### src/sv/bbt_pkg.sv
// ----------------------------------------------------------------------------
// bbt_pkg
// Shared types and constants for the bus bit transceiver with backoff.
// ----------------------------------------------------------------------------
`default_nettype none

package bbt_pkg;

  localparam int PKT_DEPTH_DEF = 128;

  localparam logic [7:0] BACKOFF_LIMIT_RST = 8'd42;
  localparam logic [7:0] CARRIER_TICKS_RST = 8'd20;

  localparam logic [1:0] REQ_TICK = 2'd0;
  localparam logic [1:0] REQ_EDGE = 2'd1;
  localparam logic [1:0] REQ_LOAD = 2'd2;
  localparam logic [1:0] REQ_SEND = 2'd3;

  localparam logic [2:0] MODE_IDLE    = 3'd0;
  localparam logic [2:0] MODE_RX      = 3'd1;
  localparam logic [2:0] MODE_TX      = 3'd2;
  localparam logic [2:0] MODE_BREAK   = 3'd3;
  localparam logic [2:0] MODE_BACKOFF = 3'd4;

  localparam logic [2:0] ST_NONE      = 3'd0;
  localparam logic [2:0] ST_STARTED   = 3'd1;
  localparam logic [2:0] ST_CARRIER   = 3'd2;
  localparam logic [2:0] ST_PRIO      = 3'd3;
  localparam logic [2:0] ST_BUSY      = 3'd4;
  localparam logic [2:0] ST_DONE      = 3'd5;
  localparam logic [2:0] ST_COLLISION = 3'd6;

  localparam logic [0:0] REG_BACKOFF_LIMIT = 1'b0;
  localparam logic [0:0] REG_CARRIER_TICKS = 1'b1;

  localparam logic [7:0] OPC_LEN_MASK = 8'h60;
  localparam logic [7:0] XOR_SEED     = 8'hFF;
  localparam logic [7:0] STOP_TICK    = 8'd10;
  localparam logic [3:0] BREAK_LAST   = 4'd15;

  typedef struct packed {
    logic [7:0] backoff_limit;
    logic [7:0] carrier_ticks;
  } cfg_t;

  typedef struct packed {
    logic [1:0] req_type;
    logic       rx_level;
    logic [7:0] tx_byte;
    logic [6:0] byte_index;
    logic [7:0] prio_delay;
  } step_in_t;

  typedef struct packed {
    logic       tx_level;
    logic [7:0] rx_data;
    logic       rx_valid;
    logic       frame_error;
    logic [2:0] send_status;
    logic [2:0] link_state;
  } step_out_t;

endpackage

`default_nettype wire

### src/sv/bbt_in_if.sv
// ----------------------------------------------------------------------------
// bbt_in_if
// Input item channel: request type and its payload fields.
// ----------------------------------------------------------------------------
`default_nettype none

interface bbt_in_if;
  logic       valid;
  logic       ready;
  logic [1:0] req_type;
  logic       rx_level;
  logic [7:0] tx_byte;
  logic [6:0] byte_index;
  logic [7:0] prio_delay;

  modport source (
    output valid, req_type, rx_level, tx_byte, byte_index, prio_delay,
    input  ready
  );
  modport sink (
    input  valid, req_type, rx_level, tx_byte, byte_index, prio_delay,
    output ready
  );
endinterface

`default_nettype wire

### src/sv/bbt_out_if.sv
// ----------------------------------------------------------------------------
// bbt_out_if
// Result item channel: line level, received byte and status.
// ----------------------------------------------------------------------------
`default_nettype none

interface bbt_out_if;
  logic       valid;
  logic       ready;
  logic       tx_level;
  logic [7:0] rx_data;
  logic       rx_valid;
  logic       frame_error;
  logic [2:0] send_status;
  logic [2:0] link_state;

  modport source (
    output valid, tx_level, rx_data, rx_valid, frame_error, send_status, link_state,
    input  ready
  );
  modport sink (
    input  valid, tx_level, rx_data, rx_valid, frame_error, send_status, link_state,
    output ready
  );
endinterface

`default_nettype wire

### src/sv/bbt_ram.sv
// ----------------------------------------------------------------------------
// bbt_ram
// Generic single-write, single-read RAM with registered read (read-first).
// ----------------------------------------------------------------------------
`default_nettype none

module bbt_ram #(
  parameter int WIDTH = 8,
  parameter int DEPTH = 128
) (
  input  wire logic                     clk,
  input  wire logic                     we,
  input  wire logic [$clog2(DEPTH)-1:0] waddr,
  input  wire logic [WIDTH-1:0]         wdata,
  input  wire logic [$clog2(DEPTH)-1:0] raddr,
  output logic      [WIDTH-1:0]         rdata
);

  logic [WIDTH-1:0] mem [DEPTH];

  always_ff @(posedge clk) begin
    if (we) begin
      mem[waddr] <= wdata;
    end
    rdata <= mem[raddr];
  end

endmodule

`default_nettype wire

### src/sv/bbt_cfg.sv
// ----------------------------------------------------------------------------
// bbt_cfg
// APB register file: backoff limit and carrier tick threshold.
// ----------------------------------------------------------------------------
`default_nettype none

module bbt_cfg import bbt_pkg::*; (
  input  wire logic        clk,
  input  wire logic        rst_n,
  input  wire logic        psel,
  input  wire logic        penable,
  input  wire logic        pwrite,
  input  wire logic [2:0]  paddr,
  input  wire logic [31:0] pwdata,
  output logic      [31:0] prdata,
  output logic             pready,
  output cfg_t             cfg
);

  logic [7:0] backoff_limit_r, backoff_limit_nxt;
  logic [7:0] carrier_ticks_r, carrier_ticks_nxt;
  logic       wr_en;
  logic [0:0] reg_idx;

  assign pready  = 1'b1;
  assign reg_idx = paddr[2];
  assign wr_en   = psel && penable && pwrite;

  always_comb begin
    backoff_limit_nxt = backoff_limit_r;
    carrier_ticks_nxt = carrier_ticks_r;
    if (wr_en) begin
      case (reg_idx)
        REG_BACKOFF_LIMIT: backoff_limit_nxt = pwdata[7:0];
        REG_CARRIER_TICKS: carrier_ticks_nxt = pwdata[7:0];
        default: ;
      endcase
    end
  end

  always_comb begin
    case (reg_idx)
      REG_BACKOFF_LIMIT: prdata = {24'd0, backoff_limit_r};
      REG_CARRIER_TICKS: prdata = {24'd0, carrier_ticks_r};
      default:           prdata = 32'd0;
    endcase
  end

  always_ff @(posedge clk) begin
    if (!rst_n) begin
      backoff_limit_r <= BACKOFF_LIMIT_RST;
      carrier_ticks_r <= CARRIER_TICKS_RST;
    end else begin
      backoff_limit_r <= backoff_limit_nxt;
      carrier_ticks_r <= carrier_ticks_nxt;
    end
  end

  assign cfg.backoff_limit = backoff_limit_r;
  assign cfg.carrier_ticks = carrier_ticks_r;

endmodule

`default_nettype wire

### src/sv/bbt_core.sv
// ----------------------------------------------------------------------------
// bbt_core
// Link state and next-state logic for one item; packet store with
// look-ahead read of the next byte to send.
// ----------------------------------------------------------------------------
`default_nettype none

module bbt_core import bbt_pkg::*; #(
  parameter int PACKET_DEPTH = PKT_DEPTH_DEF
) (
  input  wire logic      clk,
  input  wire logic      rst_n,
  input  wire logic      acc,
  input  step_in_t       din,
  input  cfg_t           cfg,
  output step_out_t      dout
);

  localparam int AW = $clog2(PACKET_DEPTH);
  localparam int LW = $clog2(PACKET_DEPTH + 1);
  localparam logic [7:0] DEPTH8 = 8'(PACKET_DEPTH);

  logic [2:0]    mode_r, mode_nxt;
  logic [7:0]    tick_r, tick_nxt;
  logic [7:0]    rx_shift_r, rx_shift_nxt;
  logic [AW-1:0] send_index_r, send_index_nxt;
  logic [LW-1:0] send_length_r, send_length_nxt;
  logic [7:0]    tx_shift_r, tx_shift_nxt;
  logic [7:0]    xor_r, xor_nxt;
  logic          line_r, line_nxt;
  logic [3:0]    break_r, break_nxt;

  // copies of bytes 0 and 1 for the length decode at send start
  logic [7:0]    b0_r, b1_r;

  logic          wr_en;
  logic [AW-1:0] rd_addr;
  logic [7:0]    ram_q;
  logic          byp_hit_r;
  logic [7:0]    byp_data_r;
  logic [7:0]    pf_byte;

  logic [7:0]    tc_inc;
  logic [7:0]    prio_clip;
  logic [LW:0]   idx_p1, idx_p2, len_ext;
  logic [7:0]    len_raw, len_sat;
  logic [LW-1:0] len_start;
  logic [3:0]    break_inc;
  logic [2:0]    mode_eff;
  logic [2:0]    status;
  logic          rvalid, ferr;
  logic [7:0]    rdata;
  logic [AW-1:0] si_next;

  assign pf_byte   = byp_hit_r ? byp_data_r : ram_q;
  assign tc_inc    = (tick_r == 8'hFF) ? tick_r : tick_r + 8'd1;
  assign prio_clip = (din.prio_delay > cfg.backoff_limit) ? cfg.backoff_limit
                                                          : din.prio_delay;
  assign idx_p1    = (LW+1)'(send_index_r) + (LW+1)'(1);
  assign idx_p2    = (LW+1)'(send_index_r) + (LW+1)'(2);
  assign len_ext   = {1'b0, send_length_r};
  assign break_inc = break_r + 4'd1;

  always_comb begin
    if ((b0_r & OPC_LEN_MASK) == OPC_LEN_MASK) begin
      len_raw = b1_r;
    end else begin
      len_raw = {5'd0, b0_r[6:5], 1'b0} + 8'd2;
    end
    if (len_raw > DEPTH8) begin
      len_sat = DEPTH8;
    end else if (len_raw == 8'd0) begin
      len_sat = 8'd1;
    end else begin
      len_sat = len_raw;
    end
    len_start = LW'(len_sat);
  end

  assign wr_en = acc && (din.req_type == REQ_LOAD) &&
                 ({1'b0, din.byte_index} < DEPTH8);

  always_comb begin
    mode_nxt        = mode_r;
    tick_nxt        = tick_r;
    rx_shift_nxt    = rx_shift_r;
    send_index_nxt  = send_index_r;
    send_length_nxt = send_length_r;
    tx_shift_nxt    = tx_shift_r;
    xor_nxt         = xor_r;
    line_nxt        = line_r;
    break_nxt       = break_r;
    mode_eff        = mode_r;
    status          = ST_NONE;
    rvalid          = 1'b0;
    ferr            = 1'b0;
    rdata           = 8'd0;
    case (din.req_type)
      REQ_TICK: begin
        tick_nxt = tc_inc;
        case (mode_r)
          MODE_RX: begin
            if (tc_inc < STOP_TICK) begin
              rx_shift_nxt = {din.rx_level, rx_shift_r[7:1]};
            end else begin
              if (din.rx_level) begin
                rvalid = 1'b1;
                rdata  = rx_shift_r;
              end else begin
                ferr = 1'b1;
              end
              rx_shift_nxt = 8'd0;
              tick_nxt     = 8'd0;
              mode_nxt     = MODE_BACKOFF;
            end
          end
          MODE_TX: begin
            if (din.rx_level != line_r) begin
              line_nxt  = 1'b0;
              break_nxt = 4'd0;
              tick_nxt  = 8'd0;
              mode_nxt  = MODE_BREAK;
              status    = ST_COLLISION;
            end else if (tc_inc <= 8'd1) begin
              line_nxt = 1'b0;
            end else if (tc_inc < STOP_TICK) begin
              line_nxt     = tx_shift_r[0];
              tx_shift_nxt = {1'b0, tx_shift_r[7:1]};
            end else if (tc_inc == STOP_TICK) begin
              line_nxt = 1'b1;
            end else if (idx_p1 < len_ext) begin
              send_index_nxt = send_index_r + AW'(1);
              tick_nxt       = 8'd0;
              if (idx_p2 >= len_ext) begin
                tx_shift_nxt = xor_r;
              end else begin
                tx_shift_nxt = pf_byte;
                xor_nxt      = xor_r ^ pf_byte;
              end
            end else begin
              tick_nxt = 8'd0;
              mode_nxt = MODE_BACKOFF;
              status   = ST_DONE;
            end
          end
          MODE_BREAK: begin
            break_nxt = break_inc;
            if (break_inc == BREAK_LAST) begin
              line_nxt  = 1'b1;
              break_nxt = 4'd0;
              tick_nxt  = 8'd0;
              mode_nxt  = MODE_BACKOFF;
            end
          end
          MODE_BACKOFF: begin
            if (tc_inc >= cfg.backoff_limit) begin
              mode_nxt = MODE_IDLE;
            end
          end
          default: ;
        endcase
      end
      REQ_EDGE: begin
        if (mode_r == MODE_IDLE || mode_r == MODE_BACKOFF) begin
          mode_nxt     = MODE_RX;
          tick_nxt     = 8'd0;
          rx_shift_nxt = 8'd0;
        end
      end
      REQ_LOAD: ;
      REQ_SEND: begin
        if (mode_r == MODE_BACKOFF) begin
          if (tick_r >= prio_clip) begin
            mode_eff = MODE_IDLE;
          end else if (tick_r < cfg.carrier_ticks) begin
            status = ST_CARRIER;
          end else begin
            status = ST_PRIO;
          end
        end
        mode_nxt = mode_eff;
        if (status == ST_NONE) begin
          if (mode_eff != MODE_IDLE) begin
            status = ST_BUSY;
          end else begin
            send_length_nxt = len_start;
            send_index_nxt  = '0;
            tick_nxt        = 8'd0;
            mode_nxt        = MODE_TX;
            status          = ST_STARTED;
            if (len_start == LW'(1)) begin
              tx_shift_nxt = XOR_SEED;
              xor_nxt      = XOR_SEED;
            end else begin
              tx_shift_nxt = b0_r;
              xor_nxt      = XOR_SEED ^ b0_r;
            end
          end
        end
      end
      default: ;
    endcase
  end

  assign dout.tx_level    = line_nxt;
  assign dout.rx_data     = rdata;
  assign dout.rx_valid    = rvalid;
  assign dout.frame_error = ferr;
  assign dout.send_status = status;
  assign dout.link_state  = mode_nxt;

  // look-ahead: always read the entry after the current send position
  assign si_next = acc ? send_index_nxt : send_index_r;
  assign rd_addr = si_next + AW'(1);

  bbt_ram #(
    .WIDTH (8),
    .DEPTH (PACKET_DEPTH)
  ) u_store (
    .clk   (clk),
    .we    (wr_en),
    .waddr (din.byte_index[AW-1:0]),
    .wdata (din.tx_byte),
    .raddr (rd_addr),
    .rdata (ram_q)
  );

  always_ff @(posedge clk) begin
    byp_data_r <= din.tx_byte;
    if (wr_en && din.byte_index[AW-1:0] == AW'(0)) begin
      b0_r <= din.tx_byte;
    end
    if (wr_en && din.byte_index[AW-1:0] == AW'(1)) begin
      b1_r <= din.tx_byte;
    end
  end

  always_ff @(posedge clk) begin
    if (!rst_n) begin
      byp_hit_r     <= 1'b0;
      mode_r        <= MODE_IDLE;
      tick_r        <= 8'd0;
      rx_shift_r    <= 8'd0;
      send_index_r  <= '0;
      send_length_r <= '0;
      tx_shift_r    <= 8'd0;
      xor_r         <= XOR_SEED;
      line_r        <= 1'b1;
      break_r       <= 4'd0;
    end else begin
      byp_hit_r <= wr_en && (din.byte_index[AW-1:0] == rd_addr);
      if (acc) begin
        mode_r        <= mode_nxt;
        tick_r        <= tick_nxt;
        rx_shift_r    <= rx_shift_nxt;
        send_index_r  <= send_index_nxt;
        send_length_r <= send_length_nxt;
        tx_shift_r    <= tx_shift_nxt;
        xor_r         <= xor_nxt;
        line_r        <= line_nxt;
        break_r       <= break_nxt;
      end
    end
  end

endmodule

`default_nettype wire

### src/sv/bus_bit_transceiver_with_backoff.sv
// Output: the result item is registered and presented in the cycle after its input item is accepted.
// Throughput: one item per cycle; the input stalls only while a result is held
//   and the result side is not ready.
// Reset (rst_n, synchronous, active low): link idle, counters cleared, line
//   released, checksum seed 0xFF, registers to 42 and 20; packet store not cleared.
// ----------------------------------------------------------------------------
// bus_bit_transceiver_with_backoff
// Half-duplex serial bus transceiver with carrier backoff and collision break.
// ----------------------------------------------------------------------------
`default_nettype none

module bus_bit_transceiver_with_backoff import bbt_pkg::*; #(
  parameter int PACKET_DEPTH = PKT_DEPTH_DEF
) (
  input  wire logic        clk,
  input  wire logic        rst_n,
  bbt_in_if.sink           in_ch,
  bbt_out_if.source        out_ch,
  input  wire logic        psel,
  input  wire logic        penable,
  input  wire logic        pwrite,
  input  wire logic [2:0]  paddr,
  input  wire logic [31:0] pwdata,
  output logic      [31:0] prdata,
  output logic             pready
);

  cfg_t      cfg;
  step_in_t  din;
  step_out_t dout;
  step_out_t res_r;
  logic      out_valid_r, out_valid_nxt;
  logic      acc;

  assign in_ch.ready = !out_valid_r || out_ch.ready;
  assign acc         = in_ch.valid && in_ch.ready;

  assign din.req_type   = in_ch.req_type;
  assign din.rx_level   = in_ch.rx_level;
  assign din.tx_byte    = in_ch.tx_byte;
  assign din.byte_index = in_ch.byte_index;
  assign din.prio_delay = in_ch.prio_delay;

  bbt_cfg u_cfg (
    .clk     (clk),
    .rst_n   (rst_n),
    .psel    (psel),
    .penable (penable),
    .pwrite  (pwrite),
    .paddr   (paddr),
    .pwdata  (pwdata),
    .prdata  (prdata),
    .pready  (pready),
    .cfg     (cfg)
  );

  bbt_core #(
    .PACKET_DEPTH (PACKET_DEPTH)
  ) u_core (
    .clk   (clk),
    .rst_n (rst_n),
    .acc   (acc),
    .din   (din),
    .cfg   (cfg),
    .dout  (dout)
  );

  always_comb begin
    out_valid_nxt = out_valid_r;
    if (acc) begin
      out_valid_nxt = 1'b1;
    end else if (out_ch.ready) begin
      out_valid_nxt = 1'b0;
    end
  end

  always_ff @(posedge clk) begin
    if (!rst_n) begin
      out_valid_r <= 1'b0;
    end else begin
      out_valid_r <= out_valid_nxt;
    end
  end

  always_ff @(posedge clk) begin
    if (acc) begin
      res_r <= dout;
    end
  end

  assign out_ch.valid       = out_valid_r;
  assign out_ch.tx_level    = res_r.tx_level;
  assign out_ch.rx_data     = res_r.rx_data;
  assign out_ch.rx_valid    = res_r.rx_valid;
  assign out_ch.frame_error = res_r.frame_error;
  assign out_ch.send_status = res_r.send_status;
  assign out_ch.link_state  = res_r.link_state;

endmodule

`default_nettype wire
### src/flat_wrapper.sv
// flat-port wrapper written by rule: the top's interface ports become plain ports
module bus_bit_transceiver_with_backoff_flat import bbt_pkg::*;
#(
  parameter int PACKET_DEPTH = PKT_DEPTH_DEF
)
  (clk, rst_n, psel, penable, pwrite, paddr, pwdata, prdata, pready, in_ch_valid, in_ch_req_type, in_ch_rx_level, in_ch_tx_byte, in_ch_byte_index, in_ch_prio_delay, in_ch_ready, out_ch_valid, out_ch_tx_level, out_ch_rx_data, out_ch_rx_valid, out_ch_frame_error, out_ch_send_status, out_ch_link_state, out_ch_ready);
  bbt_in_if in_ch_i ();
  bbt_out_if out_ch_i ();
  input  wire logic clk;
  input  wire logic rst_n;
  input  wire logic psel;
  input  wire logic penable;
  input  wire logic pwrite;
  input  wire logic [2:0] paddr;
  input  wire logic [31:0] pwdata;
  output logic      [31:0] prdata;
  output logic pready;
  input wire logic [$bits(in_ch_i.valid)-1:0] in_ch_valid;
  input wire logic [$bits(in_ch_i.req_type)-1:0] in_ch_req_type;
  input wire logic [$bits(in_ch_i.rx_level)-1:0] in_ch_rx_level;
  input wire logic [$bits(in_ch_i.tx_byte)-1:0] in_ch_tx_byte;
  input wire logic [$bits(in_ch_i.byte_index)-1:0] in_ch_byte_index;
  input wire logic [$bits(in_ch_i.prio_delay)-1:0] in_ch_prio_delay;
  output wire logic [$bits(in_ch_i.ready)-1:0] in_ch_ready;
  output wire logic [$bits(out_ch_i.valid)-1:0] out_ch_valid;
  output wire logic [$bits(out_ch_i.tx_level)-1:0] out_ch_tx_level;
  output wire logic [$bits(out_ch_i.rx_data)-1:0] out_ch_rx_data;
  output wire logic [$bits(out_ch_i.rx_valid)-1:0] out_ch_rx_valid;
  output wire logic [$bits(out_ch_i.frame_error)-1:0] out_ch_frame_error;
  output wire logic [$bits(out_ch_i.send_status)-1:0] out_ch_send_status;
  output wire logic [$bits(out_ch_i.link_state)-1:0] out_ch_link_state;
  input wire logic [$bits(out_ch_i.ready)-1:0] out_ch_ready;
  assign in_ch_i.valid = in_ch_valid;
  assign in_ch_i.req_type = in_ch_req_type;
  assign in_ch_i.rx_level = in_ch_rx_level;
  assign in_ch_i.tx_byte = in_ch_tx_byte;
  assign in_ch_i.byte_index = in_ch_byte_index;
  assign in_ch_i.prio_delay = in_ch_prio_delay;
  assign in_ch_ready = in_ch_i.ready;
  assign out_ch_valid = out_ch_i.valid;
  assign out_ch_tx_level = out_ch_i.tx_level;
  assign out_ch_rx_data = out_ch_i.rx_data;
  assign out_ch_rx_valid = out_ch_i.rx_valid;
  assign out_ch_frame_error = out_ch_i.frame_error;
  assign out_ch_send_status = out_ch_i.send_status;
  assign out_ch_link_state = out_ch_i.link_state;
  assign out_ch_i.ready = out_ch_ready;
  bus_bit_transceiver_with_backoff #(.PACKET_DEPTH(PACKET_DEPTH)) u_core (.clk(clk), .rst_n(rst_n), .in_ch(in_ch_i), .out_ch(out_ch_i), .psel(psel), .penable(penable), .pwrite(pwrite), .paddr(paddr), .pwdata(pwdata), .prdata(prdata), .pready(pready));
endmodule
### config.mk
export PLATFORM = sky130hd
export DESIGN_NAME = bus_bit_transceiver_with_backoff_flat
export DESIGN_NICKNAME = d
export VERILOG_FILES = /design/src/sv/bbt_pkg.sv /design/src/sv/bbt_in_if.sv /design/src/sv/bbt_out_if.sv /design/src/sv/bbt_ram.sv /design/src/sv/bbt_cfg.sv /design/src/sv/bbt_core.sv /design/src/sv/bus_bit_transceiver_with_backoff.sv /design/src/flat_wrapper.sv
export SDC_FILE = /design/constraint.sdc
export NUM_CORES = 2
export LEC_CHECK = 0
export ABC_AREA = 1
export BUFFER_PORTS_ARGS = -buffer_cell sky130_fd_sc_hd__buf_2
export CAP_MARGIN = 30
export CORE_ASPECT_RATIO = 1.1
export CORE_MARGIN = 1.5
export CORE_UTILIZATION = 43
export CTS_CLUSTER_DIAMETER = 150
export DETAILED_ROUTE_END_ITERATION = 16
export HOLD_SLACK_MARGIN = 0.03
export PLACE_DENSITY = 0.55
export SYNTH_ARGS = -nofsm -noshare
export SYNTH_HDL_FRONTEND = slang
export SYNTH_HIERARCHICAL = 1
export SYNTH_SLANG_ARGS = --single-unit
### constraint.sdc
create_clock -name clk -period 5.65 [get_ports clk]
set_clock_uncertainty 0.2 [all_clocks]
set_input_delay 0.8475 -clock clk [delete_from_list [all_inputs] [get_ports clk]]
set_output_delay 0.8475 -clock clk [all_outputs]
set_load 0.01 [all_outputs]
==> flow_summary.ini <==
[outcome]
run_status = completed

[setup_path]
critPathRequiredTime_ns = 6.04
crit_slowest_cell = dfxtp_1
crit_path_frequent_cell = nand2_1
path_class = flop to flop
arrival_ns = 5.63
reg2reg_to = u_core/u_core/u_store/rdata[0]
start_kind = flop
startpoint = u_core/u_cfg/backoff_limit_r[1]
cp_max_fo = 23
reg2reg_from = u_core/u_cfg/backoff_limit_r[1]
r2r_setup_slack_ns = 0.41
endpoint_kind = flop
endpoint = u_core/u_core/u_store/rdata[0]
reg2regPathDepth = 35
max_stage_delay_ns = 0.35

[timing]
fmax_mhz = 191
rsz0062_at_grt = true
finalSetupViolations = 0
finalCritPeriodShare_pct = 92.7
layout_min_cycle_time_ns = 5.24
hold_viol_final = 0
maxSlewViolCount = 0
worst_slew_pin_slew_ns = 1.01
hold_ws_ns = 0.177
setup_tns_ns = 0
relSlewSlack_pct = 32.6

[logic_synthesis]
yosysTopAreaCell = edfxtp_1
synth_area_leaders = edfxtp_1 64%, nand2_1 11%, nand3_1 10%, dfxtp_1 3.6%, nor2_1 1.8%
async_reset_ff_share_pct = 0
ys_ff_latch = 1146
synth_area_mm2 = 0.0497
synth_flop_cell = edfxtp_1
synth_edf_count = 1057
ys_types = 55
synthCells = 4632
avgSynthCellArea_um2 = 10.7
seq_area_frac_synth_pct = 67.4
synth.yosys.warnings = 6
netlist.area_leader.share_pct = 63.8

[detailed_routing]
drc_errors = 0
drt-pass1-iter-count = 6
vias = 33638
routed_wl_mm = 130
wire_per_inst_um = 20.5
drtIter0Drc = 2768
vias_per_cell = 5.30
ant_nets = 0

[global_routing]
antenna_found_initial = 3
track_usage_pct = 22.0
grt_pass1_wl_mm = 198
grt_overflow_total = 0
grt_max_degree = 129
grt_pass1_vias = 32279

[clocking]
cts.path.max_buffers = 3
tritoncts = done
h-tree-depth = 3
clk_pin_slew_ns = 0.06
clock_latency_ns = 0.70
post_cts_resized = 0
clockRootBuffer = clkbuf_16
cts_setup_buffers = 0
cts_buffers = 115
hold_buffers = 0
cts_sinks = 1146

[pwr]
vdd_drop_max_uv = 237
pwr_density_cell_mw_per_mm2 = 310
power_mw = 17.4
leakage_nw = 20.6

[cells_and_area]
n_antenna_cell = 0
areaGrowthSynthToFinish_pct = 12.8
fin_cells = 6344
final_nets = 4852
max_flop_register = u_core/u_core/u_store/mem
mostFrequentLayoutCell = nand2_1
fill_cells = 10297
largest_reg_flops = 1024
postLayoutCoreUtil_pct = 49.0
final_cell_mix = 1443 x nand2_1, 1057 x edfxtp_1, 997 x nand3_1, 235 x nor2_1, 153 x inv_1
drive_above_1_share_pct = 9.41

[floorplanning]
ios = 120
die_h_um = 360
die_area_mm2 = 0.118
die_w_um = 327
rows = 130
initial_core_util_pct = 43.4
core_area_mm2 = 0.115

[placement]
portBuffers = 68
dp_hpwl_mm = 80.9
routabilityCongestion = 0.908
place_inst = 6126

[worst_hold_path]
hp-class = input pin to flop

[flow_run]
maxCapViolations = 0
## routing by layer
layer  up-vias  routed length, um  GRT usage [%]  part of all wire (%)
met5         -                 13              0                 0.010
li1      16239                  -              -                     -
met3       208               7510           2.75                   5.8
met1     16225              56500           30.1                    43
met4         2               3840           7.42                   2.9
met2       964              62400           36.3                    48
## report_power, final
part           internal (mW)  leakage, nW  switching, mW
Combinational          0.136         8.52          0.427
Clock                   4.34         1.82           3.17
Sequential              9.29         10.2         0.0213
Total                   13.8         20.6           3.61
## synth_stat cells, types with 5 or more instances
master and number:
ha_1 59, dfxtp_1 89, buf_6 25, buf_1 15, nor2_4 5, xor2_1 11, xnor2_1 6, nand2_2 11
buf_2 124, nand2_1 1448, a21oi_1 75, o21ai_0 63, nand3_1 997, nand4_1 13, clkinv_1 5, edfxtp_1 1057
inv_1 156, nand3_2 5, nor3_1 22, inv_2 6, nor2_2 5, a31oi_1 18, buf_4 69, nor2_1 235
clkbuf_1 52, o211ai_1 12, a211oi_1 9
## metrics by stage
step | setup slack [ns] | cell area [um2]
floorplan | 0.381 | 49800
global placement | 0.0156 | 52300
detailed placement | 0.00109 | 52300
CTS | 0.473 | 56100
global route | -0.0257 | 56100
finish | 0.414 | 56100
## cells by family after synthesis
logic type / share of synthesized area [%]
DFF: 67.4
xor gates and xnor gates: 0.345
adders and majority gates: 1.48
other: 0.0151
buffers and inverters: 4.67
and+or+nand+nor: 23.7
AOI/OAI and AO/OA: 2.37
## worst max-delay path, delay by kind of cell, from the launching register on
kind	cells	cell delay, ns
compound gates	7	1.00
buf+inv	8	0.98
fa+ha+maj	3	0.77
simple gates	17	1.79
flops	1	0.35
## how the worst min path moves through the flow
stage / startpoint / endpoint / slack, ns / depth (start not counted)
after floorplan: u_core/u_core/xor_r[0] / u_core/u_core/xor_r[0] / 0.24 / 2
after global placement: u_core/u_core/xor_r[1] / u_core/u_core/xor_r[1] / 0.26 / 2
after detailed placement: u_core/u_core/xor_r[0] / u_core/u_core/xor_r[0] / 0.26 / 2
after CTS: pwdata[5] / u_core/u_cfg/backoff_limit_r[5] / 0.12 / 3
after global routing: pwdata[5] / u_core/u_cfg/backoff_limit_r[5] / 0.16 / 3
final: pwdata[5] / u_core/u_cfg/backoff_limit_r[5] / 0.18 / 3
## final cells by class
| class | count | area (um2) | share of cell area [%] |
|---|---|---|---|
| Multi-Input combinational cell | 3054 | 14000 | 25.0 |
| Timing Repair Buffer | 239 | 2260 | 4.03 |
| Tap cell | 1518 | 1900 | 3.39 |
| Inverter | 169 | 668 | 1.19 |
| Sequential cell | 1146 | 33500 | 59.8 |
| Clock inverter | 61 | 541 | 0.964 |
| Clock buffer | 157 | 3180 | 5.67 |
No activity file was read; power rests on OpenSTA's default activity.
